$ cat src/rtl/core/dbd_pkg.sv
`timescale 1ns / 1ps
`default_nettype none
// ----------------------------------------------------------------------------
// dbd_pkg
// Shared types and constants of the dirty block detector.
// ----------------------------------------------------------------------------
package dbd_pkg;

    localparam int CFG_ADDR_W = 2;
    localparam int CFG_DATA_W = 12;
    localparam int IDX_W      = 8;
    localparam int PIX_W      = 32;
    localparam int BS_W       = 9;

    localparam logic [CFG_ADDR_W-1:0] REG_IMAGE_WIDTH  = 2'd0;
    localparam logic [CFG_ADDR_W-1:0] REG_IMAGE_HEIGHT = 2'd1;
    localparam logic [CFG_ADDR_W-1:0] REG_BLOCK_SIZE   = 2'd2;

    localparam logic [CFG_DATA_W-1:0] RST_IMAGE_WIDTH  = 12'd1024;
    localparam logic [CFG_DATA_W-1:0] RST_IMAGE_HEIGHT = 12'd1024;
    localparam logic [BS_W-1:0]       RST_BLOCK_SIZE   = 9'd16;

    localparam logic [BS_W-1:0] BS_MIN = 9'd8;
    localparam logic [BS_W-1:0] BS_MAX = 9'd256;

    typedef struct packed {
        logic             report;
        logic             last_block;
        logic [IDX_W-1:0] block_col;
        logic [IDX_W-1:0] block_row;
        logic             differs;
    } scan_t;

endpackage
`default_nettype wire

$ cat src/rtl/core/dirty_block_detector.sv
`timescale 1ns / 1ps
`default_nettype none
// ----------------------------------------------------------------------------
// dirty_block_detector
// Per-block change detection over a stream of current/previous pixel pairs.
// ----------------------------------------------------------------------------
// Takes one pixel pair per clock in raster order and reports one transfer per
// block, at the block's bottom-right pixel, once that pixel has passed the
// stage-1 and output registers. The changed flags of the block row sit
// in a single-port-per-direction synchronous memory: it is read when a pixel
// transfers and written back from stage 1, and a write is forwarded to the
// read of the next pixel in the same block column. The input only stalls
// while a result waits in the output register and m_tready is low; otherwise
// the rate is one pixel per cycle. There is no clearing pass after reset.
// Configuration writes are meant for idle periods between frames.
// MAX_TILES_ACROSS must be a power of two.
// ----------------------------------------------------------------------------
module dirty_block_detector
    import dbd_pkg::*;
#(
    parameter int MAX_WIDTH        = 2048,
    parameter int MAX_HEIGHT       = 2048,
    parameter int MAX_TILES_ACROSS = 256,
    parameter int PIXEL_BITS       = 32
) (
    input  wire logic                  aclk,
    input  wire logic                  aresetn,
    input  wire logic                  cfg_wr_en,
    input  wire logic [CFG_ADDR_W-1:0] cfg_addr,
    input  wire logic [CFG_DATA_W-1:0] cfg_wdata,
    input  wire logic                  s_tvalid,
    output logic                       s_tready,
    input  wire logic [2*PIX_W-1:0]    s_tdata,  // current_pixel, previous_pixel
    output logic                       m_tvalid,
    input  wire logic                  m_tready,
    output logic [2*IDX_W-1:0]         m_tdata,  // block_col, block_row
    output logic                       m_tuser,  // changed
    output logic                       m_tlast   // last_block
);

    localparam int SLOT_W = $clog2(MAX_TILES_ACROSS);

    logic [CFG_DATA_W-1:0] image_width_reg;
    logic [CFG_DATA_W-1:0] image_height_reg;
    logic [BS_W-1:0]       block_size_reg;

    logic                  accept;
    logic                  out_free;
    scan_t                 info;
    logic [SLOT_W-1:0]     slot;
    logic                  res_valid;
    logic [IDX_W-1:0]      res_col, res_row;
    logic                  res_changed, res_last;

    logic                  m_tvalid_reg, m_tvalid_next;
    logic [2*IDX_W-1:0]    m_tdata_reg;
    logic                  m_tuser_reg;
    logic                  m_tlast_reg;

    always_ff @(posedge aclk) begin
        if (!aresetn) begin
            image_width_reg  <= RST_IMAGE_WIDTH;
            image_height_reg <= RST_IMAGE_HEIGHT;
            block_size_reg   <= RST_BLOCK_SIZE;
        end else if (cfg_wr_en) begin
            unique case (cfg_addr)
                REG_IMAGE_WIDTH:  image_width_reg  <= cfg_wdata;
                REG_IMAGE_HEIGHT: image_height_reg <= cfg_wdata;
                REG_BLOCK_SIZE:   block_size_reg   <= cfg_wdata[BS_W-1:0];
                default: begin
                end
            endcase
        end
    end

    assign accept = s_tvalid && s_tready;

    dbd_scan #(
        .MAX_WIDTH        (MAX_WIDTH),
        .MAX_HEIGHT       (MAX_HEIGHT),
        .PIXEL_BITS       (PIXEL_BITS),
        .SLOT_W           (SLOT_W)
    ) u_scan (
        .aclk           (aclk),
        .aresetn        (aresetn),
        .accept         (accept),
        .current_pixel  (s_tdata[PIX_W-1:0]),
        .previous_pixel (s_tdata[2*PIX_W-1:PIX_W]),
        .image_width    (image_width_reg),
        .image_height   (image_height_reg),
        .block_size     (block_size_reg),
        .info           (info),
        .slot           (slot)
    );

    dbd_flags #(
        .DEPTH  (MAX_TILES_ACROSS),
        .SLOT_W (SLOT_W)
    ) u_flags (
        .aclk        (aclk),
        .aresetn     (aresetn),
        .accept      (accept),
        .slot        (slot),
        .info        (info),
        .out_free    (out_free),
        .in_ready    (s_tready),
        .res_valid   (res_valid),
        .res_col     (res_col),
        .res_row     (res_row),
        .res_changed (res_changed),
        .res_last    (res_last)
    );

    always_comb begin
        out_free      = !m_tvalid_reg || m_tready;
        m_tvalid_next = m_tvalid_reg;
        if (res_valid) begin
            m_tvalid_next = 1'b1;
        end else if (m_tready) begin
            m_tvalid_next = 1'b0;
        end
    end

    always_ff @(posedge aclk) begin
        if (!aresetn) begin
            m_tvalid_reg <= 1'b0;
        end else begin
            m_tvalid_reg <= m_tvalid_next;
        end
    end

    always_ff @(posedge aclk) begin
        if (res_valid) begin
            m_tdata_reg <= {res_row, res_col};
            m_tuser_reg <= res_changed;
            m_tlast_reg <= res_last;
        end
    end

    assign m_tvalid = m_tvalid_reg;
    assign m_tdata  = m_tdata_reg;
    assign m_tuser  = m_tuser_reg;
    assign m_tlast  = m_tlast_reg;

endmodule
`default_nettype wire

$ cat src/rtl/core/dbd_scan.sv
`timescale 1ns / 1ps
`default_nettype none
// ----------------------------------------------------------------------------
// dbd_scan
// Raster position and block counters; classifies the pixel at the input.
// ----------------------------------------------------------------------------
module dbd_scan
    import dbd_pkg::*;
#(
    parameter int MAX_WIDTH        = 2048,
    parameter int MAX_HEIGHT       = 2048,
    parameter int PIXEL_BITS       = 32,
    parameter int SLOT_W           = 8
) (
    input  wire logic                  aclk,
    input  wire logic                  aresetn,
    input  wire logic                  accept,
    input  wire logic [PIX_W-1:0]      current_pixel,
    input  wire logic [PIX_W-1:0]      previous_pixel,
    input  wire logic [CFG_DATA_W-1:0] image_width,
    input  wire logic [CFG_DATA_W-1:0] image_height,
    input  wire logic [BS_W-1:0]       block_size,
    output scan_t                      info,
    output logic [SLOT_W-1:0]          slot
);

    localparam int COL_W    = $clog2(MAX_WIDTH);
    localparam int ROW_W    = $clog2(MAX_HEIGHT);
    localparam int CMP_BITS = (PIXEL_BITS < PIX_W) ? PIXEL_BITS : PIX_W;

    logic [COL_W-1:0] pixel_col_reg, pixel_col_next;
    logic [ROW_W-1:0] pixel_row_reg, pixel_row_next;
    logic [IDX_W-1:0] tile_col_reg, tile_col_next;
    logic [IDX_W-1:0] tile_row_reg, tile_row_next;
    logic [IDX_W-1:0] col_in_tile_reg, col_in_tile_next;
    logic [IDX_W-1:0] row_in_tile_reg, row_in_tile_next;

    logic [31:0]      w_full, h_full;
    logic [COL_W-1:0] w_m1;
    logic [ROW_W-1:0] h_m1;
    logic [BS_W-1:0]  bs_lim;
    logic [IDX_W-1:0] bs_m1;
    logic             line_end, frame_end, tcol_end, trow_end;

    always_comb begin
        w_full = 32'(image_width);
        h_full = 32'(image_height);
        if (w_full == 32'd0) begin
            w_full = 32'd1;
        end else if (w_full > 32'(MAX_WIDTH)) begin
            w_full = 32'(MAX_WIDTH);
        end
        if (h_full == 32'd0) begin
            h_full = 32'd1;
        end else if (h_full > 32'(MAX_HEIGHT)) begin
            h_full = 32'(MAX_HEIGHT);
        end
        w_m1 = COL_W'(w_full - 32'd1);
        h_m1 = ROW_W'(h_full - 32'd1);

        if (block_size < BS_MIN) begin
            bs_lim = BS_MIN;
        end else if (block_size > BS_MAX) begin
            bs_lim = BS_MAX;
        end else begin
            bs_lim = block_size;
        end
        bs_m1 = IDX_W'(bs_lim - 9'd1);

        line_end  = pixel_col_reg >= w_m1;
        frame_end = pixel_row_reg >= h_m1;
        tcol_end  = line_end || (col_in_tile_reg >= bs_m1);
        trow_end  = frame_end || (row_in_tile_reg >= bs_m1);

        info.report     = tcol_end && trow_end;
        info.last_block = line_end && frame_end;
        info.block_col  = tile_col_reg;
        info.block_row  = tile_row_reg;
        info.differs    = current_pixel[CMP_BITS-1:0] != previous_pixel[CMP_BITS-1:0];
        slot            = SLOT_W'(tile_col_reg);

        pixel_col_next   = pixel_col_reg;
        pixel_row_next   = pixel_row_reg;
        tile_col_next    = tile_col_reg;
        tile_row_next    = tile_row_reg;
        col_in_tile_next = col_in_tile_reg;
        row_in_tile_next = row_in_tile_reg;
        if (line_end) begin
            pixel_col_next   = '0;
            tile_col_next    = '0;
            col_in_tile_next = '0;
            if (frame_end) begin
                pixel_row_next   = '0;
                tile_row_next    = '0;
                row_in_tile_next = '0;
            end else begin
                pixel_row_next = pixel_row_reg + 1'b1;
                if (trow_end) begin
                    row_in_tile_next = '0;
                    tile_row_next    = tile_row_reg + 1'b1;
                end else begin
                    row_in_tile_next = row_in_tile_reg + 1'b1;
                end
            end
        end else begin
            pixel_col_next = pixel_col_reg + 1'b1;
            if (tcol_end) begin
                col_in_tile_next = '0;
                tile_col_next    = tile_col_reg + 1'b1;
            end else begin
                col_in_tile_next = col_in_tile_reg + 1'b1;
            end
        end
    end

    always_ff @(posedge aclk) begin
        if (!aresetn) begin
            pixel_col_reg   <= '0;
            pixel_row_reg   <= '0;
            tile_col_reg    <= '0;
            tile_row_reg    <= '0;
            col_in_tile_reg <= '0;
            row_in_tile_reg <= '0;
        end else if (accept) begin
            pixel_col_reg   <= pixel_col_next;
            pixel_row_reg   <= pixel_row_next;
            tile_col_reg    <= tile_col_next;
            tile_row_reg    <= tile_row_next;
            col_in_tile_reg <= col_in_tile_next;
            row_in_tile_reg <= row_in_tile_next;
        end
    end

endmodule
`default_nettype wire

$ cat src/rtl/core/dbd_flags.sv
`timescale 1ns / 1ps
`default_nettype none
// ----------------------------------------------------------------------------
// dbd_flags
// Changed-flag memory of the block row: read on transfer, update as the pixel
// leaves stage 1, forward the last write to a read of the same column.
// ----------------------------------------------------------------------------
module dbd_flags
    import dbd_pkg::*;
#(
    parameter int DEPTH  = 256,
    parameter int SLOT_W = 8
) (
    input  wire logic              aclk,
    input  wire logic              aresetn,
    input  wire logic              accept,
    input  wire logic [SLOT_W-1:0] slot,
    input  wire scan_t             info,
    input  wire logic              out_free,
    output logic                   in_ready,
    output logic                   res_valid,
    output logic [IDX_W-1:0]       res_col,
    output logic [IDX_W-1:0]       res_row,
    output logic                   res_changed,
    output logic                   res_last
);

    logic              flag_mem [DEPTH];
    logic [DEPTH-1:0]  vld_reg;

    logic              s1_valid_reg;
    scan_t             s1_info_reg;
    logic [SLOT_W-1:0] s1_slot_reg;
    logic              rd_reg;
    logic              rd_vld_reg;
    logic              fwd_hit_reg;
    logic              fwd_data_reg;

    logic              s1_go;
    logic              old_flag;
    logic              dirty;
    logic              wr_data;

    always_comb begin
        s1_go       = s1_valid_reg && (out_free || !s1_info_reg.report);
        in_ready    = !s1_valid_reg || s1_go;
        old_flag    = fwd_hit_reg ? fwd_data_reg : (rd_reg && rd_vld_reg);
        dirty       = old_flag || s1_info_reg.differs;
        wr_data     = s1_info_reg.report ? 1'b0 : dirty;
        res_valid   = s1_go && s1_info_reg.report;
        res_col     = s1_info_reg.block_col;
        res_row     = s1_info_reg.block_row;
        res_changed = dirty;
        res_last    = s1_info_reg.last_block;
    end

    always_ff @(posedge aclk) begin
        if (s1_go) begin
            flag_mem[s1_slot_reg] <= wr_data;
        end
        if (accept) begin
            rd_reg <= flag_mem[slot];
        end
    end

    always_ff @(posedge aclk) begin
        if (!aresetn) begin
            vld_reg      <= '0;
            s1_valid_reg <= 1'b0;
            fwd_hit_reg  <= 1'b0;
        end else begin
            if (s1_go) begin
                vld_reg[s1_slot_reg] <= 1'b1;
            end
            if (accept) begin
                s1_valid_reg <= 1'b1;
                fwd_hit_reg  <= s1_go && (s1_slot_reg == slot);
            end else if (s1_go) begin
                s1_valid_reg <= 1'b0;
            end
        end
    end

    always_ff @(posedge aclk) begin
        if (accept) begin
            s1_info_reg  <= info;
            s1_slot_reg  <= slot;
            rd_vld_reg   <= vld_reg[slot];
            fwd_data_reg <= wr_data;
        end
    end

endmodule
`default_nettype wire

$ cat config.mk
export PLATFORM = sky130hd
export DESIGN_NAME = dirty_block_detector
export DESIGN_NICKNAME = d
export VERILOG_FILES = /design/src/rtl/core/dbd_pkg.sv /design/src/rtl/core/dirty_block_detector.sv /design/src/rtl/core/dbd_scan.sv /design/src/rtl/core/dbd_flags.sv
export SDC_FILE = /design/constraint.sdc
export NUM_CORES = 1
export LEC_CHECK = 0
export ABC_CLOCK_PERIOD_IN_PS = 9660
export BUFFER_PORTS_ARGS = -buffer_cell sky130_fd_sc_hd__buf_2
export CAP_MARGIN = 20
export CORE_AREA = 2 2 227 229
export DETAILED_ROUTE_END_ITERATION = 6
export DIE_AREA = 0 0 229 231
export PLACE_DENSITY_LB_ADDON = 0.12
export SYNTH_ARGS = -nofsm -noshare
export SYNTH_HDL_FRONTEND = slang
export SYNTH_SLANG_ARGS = --single-unit
$ cat constraint.sdc
create_clock -name aclk -period 9.66 [get_ports aclk]
set_input_delay 0.483 -clock aclk [delete_from_list [all_inputs] [get_ports aclk]]
set_output_delay 0.483 -clock aclk [all_outputs]
set_load 0.005 [all_outputs]
* Word-level counts from Yosys, hierarchy flattened
Memory sizes are Yosys's and may differ from the RTL's. A register that Yosys moved wholly into a read port is not among the register bits. Cells that the tools add are included.
Storage, ports and cells: register bits after elaboration 385, bits in latches 0, bits in writable memories 256, bits in read-only memories 0, bits of input ports 83, output and inout bits 20, memories 1
Cells by class: add/subtract/negate cells 9, multiply operators 0, div/mod/pow operators 0, $lt $le $gt $ge 11, equal/unequal tests 4, shift operators 0, mux-type cells 28, bitwise operators 1, reductions and logical operators 30
Memories:
- u_flags.flag_mem | depth 256, width 1, rd ports 1, clocked after Yosys merged registers in 1, write ports 1, line dbd_flags.sv:28 | logic flag_mem [DEPTH];
Operators by type and width (number):
- $or 256x256->256 | 1
- $mux 8 | 10
- $mux 11 | 6
- $add 8x1->8 const B | 4
- $ne 32x32->1 | 1
- $gt 12x12->1 const B | 2
- $logic_not 12->1 | 2
- $add 11x1->11 const B | 2
- $ge 11x11->1 | 2
- $sub 11x1->11 const B | 2
- $lt 8x9->1 const B | 2
- $ge 8x8->1 | 2
- $mux 1 | 10
- $reduce_and 2->1 | 5
- $gt 9x9->1 const B | 1
- $lt 9x4->1 const B | 1
- $bmux 1 s8 | 1
- $demux 1 s8 | 1
- $eq 8x8->1 | 1
- $ge 8x1->1 const B | 1
- $logic_and 1x1->1 | 8
- $reduce_bool 2->1 | 4
- $sub 8x1->8 const B | 1
- $logic_or 1x1->1 | 6
- other kinds (5) | 7

* Logic depth before layout (Yosys ltp)
depth after elaboration 8, gate-level depth with buffers 18, mapped depth without buffers 17

* By module
From an unflattened synthesis, not the netlist that was laid out.
Second synthesis, totals: cells, all modules 2353, area total of the unflattened synthesis 28227.1 µm²
Modules (own cells, without submodules):
- dbd_flags | times used 1, cells an instance 1637, area an instance 21864.7 µm²
- dbd_scan | times used 1, cells an instance 568, area an instance 4510.6 µm²
- dirty_block_detector | times used 1, cells an instance 148, area an instance 1851.8 µm²

* Worst setup path after synthesis
No wires, ideal clock.
path type reg-to-reg, start register u_flags.rd_reg, read port of u_flags.flag_mem, end memory u_flags.flag_mem[0] (data pin), data arrival time 6783 ps, slack 1423 ps, cell stages (with the launch flop) 4, cell sequence edfxtp_1 > nand2_1 > o21ai_0 > nor2b_1
Between the ends: word-level cells in the longest chain between the ends 4
RTL lines:
- start, declared | line dbd_flags.sv:34 | logic rd_reg;
- $logic_and 1x1->1 | line dbd_flags.sv:47 | old_flag = fwd_hit_reg ? fwd_data_reg : (rd_reg && rd_vld_reg);
- $mux 1 | line dbd_flags.sv:47
- $logic_or 1x1->1 | line dbd_flags.sv:48 | dirty = old_flag || s1_info_reg.differs;
- via res_changed | line dirty_block_detector.sv:53 | logic res_changed, res_last;
- $mux 1 | line dbd_flags.sv:49 | wr_data = s1_info_reg.report ? 1'b0 : dirty;
- via u_flags.wr_data | line dbd_flags.sv:42 | logic wr_data;
- end, declared | line dbd_flags.sv:28
The timed path passes the listed nets, and every way through them passes these cells.

* Worst setup path in the final report
start register image_height_reg[6], end register u_scan.tile_row_reg[5]
Between the ends: word-level cells in the longest chain between the ends 8, elaborated cells between the ends (all ways) 10, those cells by class add/sub (1); order compare (2); mux (3); reduce/logical (4)
RTL lines:
- start, declared | line dirty_block_detector.sv:44 | logic [CFG_DATA_W-1:0] image_height_reg;
- start signal, assigned | line dirty_block_detector.sv:68 | REG_IMAGE_HEIGHT: image_height_reg <= cfg_wdata;
- $gt 12x12->1 | line dbd_scan.sv:55 | end else if (h_full > 32'(MAX_HEIGHT)) begin
- $mux 11 | line dbd_scan.sv:55
- $mux 11 (*) | line dbd_scan.sv:53 | if (h_full == 32'd0) begin
- $sub 11x1->11 (*) | line dbd_scan.sv:59 | h_m1 = ROW_W'(h_full - 32'd1);
- $ge 11x11->1 (*) | line dbd_scan.sv:71 | frame_end = pixel_row_reg >= h_m1;
- $logic_or 1x1->1 | line dbd_scan.sv:73 | trow_end = frame_end || (row_in_tile_reg >= bs_m1);
- $reduce_bool 2->1 (no source line)
- $reduce_and 3->1 (no source line)
- end signal, assigned | line dbd_scan.sv:128 | tile_row_reg <= tile_row_next;
- end, declared | line dbd_scan.sv:34 | logic [IDX_W-1:0] tile_row_reg, tile_row_next;
Mark *: on every way between the ends. The rest lies on a longest branch, timed or not. A chain may end at the register's enable or synchronous reset.

==> parameters.txt <==
Parameter                              Value

Pwr
  Static Leakage ... slightly above 10 nW
  Total power consumption of the routed design ... 5.612 mW
  Switching power ... ~1.2 mW
  Portion of total power attributed to sequential cells ... 51.0%
  Clock Power Share ... 45.4%
  Sw Share ... roughly a fifth
  Worst IR drop on VDD ... 0.1342 mV
  Pint ... 4.453 mW
  Combinational share of power ... under 10%
  Ratio of total power to cell area ... 183.5 mW/mm2

Timing
  Tcrit/Tclk final ... 45.93%
  Final setup violation count ... 0
  Total count of max-transition violations in the final report ... 0
  Worst slew slack as a fraction of its limit ... 17.32%
  Achievable Freq ... 225.4 MHz
  Clock Skews ... 0.01401 ns
  Post-Route Setup TNS ... 0 ns
  Worst Tran Pin Value ... ~1.2 ns
  Min cycle time layout ... roughly 4.4 ns
  Number of hold-slack violations in the final timing report ... 0
  Post-route worst hold slack ... between 0.15 and 0.2 ns
  Unrepaired setup endpoints after global routing ... false

Logic synthesis
  Most numerous cell in the Yosys netlist ... sky130_fd_sc_hd__dfxtp_1
  Number of synthesized flops with an enable pin ... about 300
  Register bit total from synthesis ... 642
  Primary flip-flop cell chosen by synthesis mapping ... sky130_fd_sc_hd__dfxtp_1
  Biggest area consumer among synthesized cells ... sky130_fd_sc_hd__edfxtp_1
  Yosys warns ... 0
  Fraction of synthesis flops using an asynchronous set or reset pin ... 0%
  Synthesized net count ... 2437
  Dominant cells by area after synthesis ... sky130_fd_sc_hd__edfxtp_1 (32%), sky130_fd_sc_hd__dfxtp_1 (25%), sky130_fd_sc_hd__o21a_1 (7.0%)
  Sequential-to-total area share from yosys stat ... 57.51%
  Mean post-synth cell area ... around 12 um2
  Number of distinct standard cells referenced by the synthesized netlist ... 68
  Most common library cells after synthesis ... sky130_fd_sc_hd__dfxtp_1 (346), sky130_fd_sc_hd__nor2_1 (332), sky130_fd_sc_hd__edfxtp_1 (296)
  Post-synthesis instance total ... 2307
  Area share of the largest cell type after synthesis ... approximately a third
  Cell area after technology mapping ... 0.02750 mm2

GRT
  Largest net degree at the start of global routing ... 258
  All-layer global routing usage ... between 20% and 30%
  Number of global-route vias before repair ... between 15000 and 20000
  Number of antenna violations at the first check in global routing ... 0
  Wire length of the first global-routing pass ... 102000 um
  GR Overflow Total ... 0

Floorplanning
  Number of primary I/O pins ... a little over 100
  Area of the placeable core ... 0.05068 mm2
  Core Rows ... 83
  Total Die Area ... 0.05290 mm2
  Vertical die dimension ... 231 um
  Initial core utilization ... 54.26%
  Die width ... between 200 and 250 um

Hold path
  Worst hold-check path type ... input pin to flop

Critical path
  Worst path cell trace ... or4_1 > or3_1 > nor3_1 > o21bai_1 > ha_1 > o21ai_1 > nor2_1 > o32a_1 > ha_1 > and3_1 > nand4_1 > o211a_1 > a211o_1 > or3_1 > a21oi_1
  Delay of the slowest cell on the worst path ... 0.57 ns
  CP endpoint kind ... flop
  Largest driver fanout on the critical path ... 13
  Buffers and inverters on the worst path ... 0
  Arrival time worst endpoint ... 4.94 ns
  Kind of critical path ... flop to flop
  Required time of the critical path ... 10.16 ns
  Startpoint class of the critical path ... flop
  Family with the most delay on the worst path ... simple AND/OR/NAND/NOR gates
  Critical-path cell with the highest stage delay ... sky130_fd_sc_hd__or4_1

CTS
  Count of instances resized after the clock tree is built ... 0
  # clock sinks ... 642
  CTS Buf Count ... 67
  Root cell of the clock tree ... sky130_fd_sc_hd__clkbuf_16
  Number of H-tree levels ... 3
  Clock transition time at the flip-flop clock pins of the worst setup and hold paths ... 0.06 ns
  Setup fix buffers added after clock tree synthesis ... 0
  TritonCTS clock tree ... yes
  Clock buffer depth ... 3
  Quantity of hold-fixing buffers added after cts ... 0
  Clock insertion delay at the later pin of the skew report ... 0.58 ns

Drt
  Vias per cell ... 5.963
  Routed length per placed instance ... 20.90 um
  Remaining design rule violation count ... 0
  Number of design-rule violations left by the first detailed-router iteration ... 1497
  Detail Route Antenna Nets ... 0
  Detailed-routing iteration count for the pre-antenna-repair pass ... 7
  Total vias in the final route ... 18410
  Routed WL ... 64520 um

Finish
  Count of nets after finishing ... roughly 2500
  Non-filler instance count after layout ... 3087
  Number of diodes added for antenna fixing ... 0
  Share of post-route cells with drive strength above 1 ... 12.92%
  Footprint of the multi-input gates ... 0.01085 mm2
  Final-layout fill cell count ... a little over 4000
  FF/Latch Area ... between 0.015 and 0.02 mm2
  Area growth syn-to-layout ... 11.23%

Placed design
  # placed instances ... 2965
  Routability congestion estimate ... 0.8637
  Half-perimeter wire length after placement ... 40200 um
  Quantity of I/O buffers inserted on ports ... 102

Run
  Max-Cap Viols ... 0

Outcome
  Status ... finished, final reports clean
cell type report:
class                   instances  share of cell area [%]
flip-flops and latches        642                   51.73
multi-input cells            1494                   35.47
clock buffers                 108                   6.688
well taps                     680                   2.781
repair buffers                134                   2.675
clock inverters                13                  0.4622
inverters                      16                  0.1963
power by group through the flow:
stage | logic, mW | clock network (mW) | registers [mW]
floorplan | 0.135 | 0 | 2.92
global placement | 0.194 | 0 | 2.92
detailed placement | 0.201 | 0 | 2.92
CTS | 0.202 | 2.59 | 2.86
global route | 0.225 | 2.70 | 2.86
finish | 0.201 | 2.55 | 2.86
final timing paths:
kind	from	endpoint	slack [ns]	cells past startpoint
worst max-delay path	image_height_reg[6]$_SDFFE_PN0P_	u_scan.tile_row_reg[5]$_SDFFE_PN0P_	5.22	15
worst min register to register	u_flags.res_row[7]$_DFFE_PP_	m_tdata[15]$_DFFE_PP_	0.42	0
worst max register to register	image_height_reg[6]$_SDFFE_PN0P_	u_scan.tile_row_reg[5]$_SDFFE_PN0P_	5.22	15
worst min-delay path	cfg_wdata[10]	image_height_reg[10]$_SDFFE_PN1P_	0.16	3
placed cells by master (no fill, tap or decap), types with 33 or more instances in the layout:
cell	synthesis	final
sky130_fd_sc_hd__dfxtp_1	346	344
sky130_fd_sc_hd__nor2_1	332	332
sky130_fd_sc_hd__edfxtp_1	296	296
sky130_fd_sc_hd__o21a_1	257	257
sky130_fd_sc_hd__mux2i_1	140	140
sky130_fd_sc_hd__nand2_1	113	113
sky130_fd_sc_hd__buf_2	26	102
sky130_fd_sc_hd__clkbuf_16	0	71
sky130_fd_sc_hd__xnor2_1	64	64
sky130_fd_sc_hd__mux4_2	64	64
sky130_fd_sc_hd__a21oi_1	49	49
sky130_fd_sc_hd__ha_1	47	47
sky130_fd_sc_hd__o21ai_0	44	44
sky130_fd_sc_hd__nand3_1	43	43
sky130_fd_sc_hd__a221oi_1	38	38
sky130_fd_sc_hd__a21boi_0	33	33
cells by family (layout without fill, tap and decap cells):
group	after synthesis	after routing	share of synthesized area, %
multiplexers	204	204	10.34
AND/OR/NAND/NOR	618	618	9.873
adder cells (fa/ha/maj)	47	47	2.138
flip-flops	642	642	57.51
XOR/XNOR	85	85	2.707
buffers and inverters	171	271	3.071
AO/OA/AOI/OAI	540	540	14.36
layer usage:
metal / track usage (%) / part of all wire (%) / vias to the layer above
li1: - / - / 8634
met1: 33.03 / 44 / 9158
met2: 40.88 / 47 / 486
met3: 4.360 / 5.3 / 131
met4: 8.117 / 2.9 / 0
met5: 0 / 0 / -
metrics by stage:
stage	area, um2	setup slack [ns]	utilization, %
finish	30590	5.223	60.36
global route	30590	4.848	60.36
CTS	30580	4.957	60.35
detailed placement	28400	4.993	56.03
global placement	28330	5.156	55.91
floorplan	27500	1.423	-
worst reg2reg max path, stage by stage (launching register included):
cell	delay [ns]
sky130_fd_sc_hd__dfxtp_1	0.35
sky130_fd_sc_hd__or4_1	0.57
sky130_fd_sc_hd__or3_1	0.41
sky130_fd_sc_hd__nor3_1	0.16
sky130_fd_sc_hd__o21bai_1	0.11
sky130_fd_sc_hd__ha_1	0.24
sky130_fd_sc_hd__o21ai_1	0.25
sky130_fd_sc_hd__nor2_1	0.07
sky130_fd_sc_hd__o32a_1	0.30
sky130_fd_sc_hd__ha_1	0.29
sky130_fd_sc_hd__and3_1	0.17
sky130_fd_sc_hd__nand4_1	0.10
sky130_fd_sc_hd__o211a_1	0.35
sky130_fd_sc_hd__a211o_1	0.44
sky130_fd_sc_hd__or3_1	0.39
sky130_fd_sc_hd__a21oi_1	0.16
Note: power is estimated with default switching activity, not from simulation.
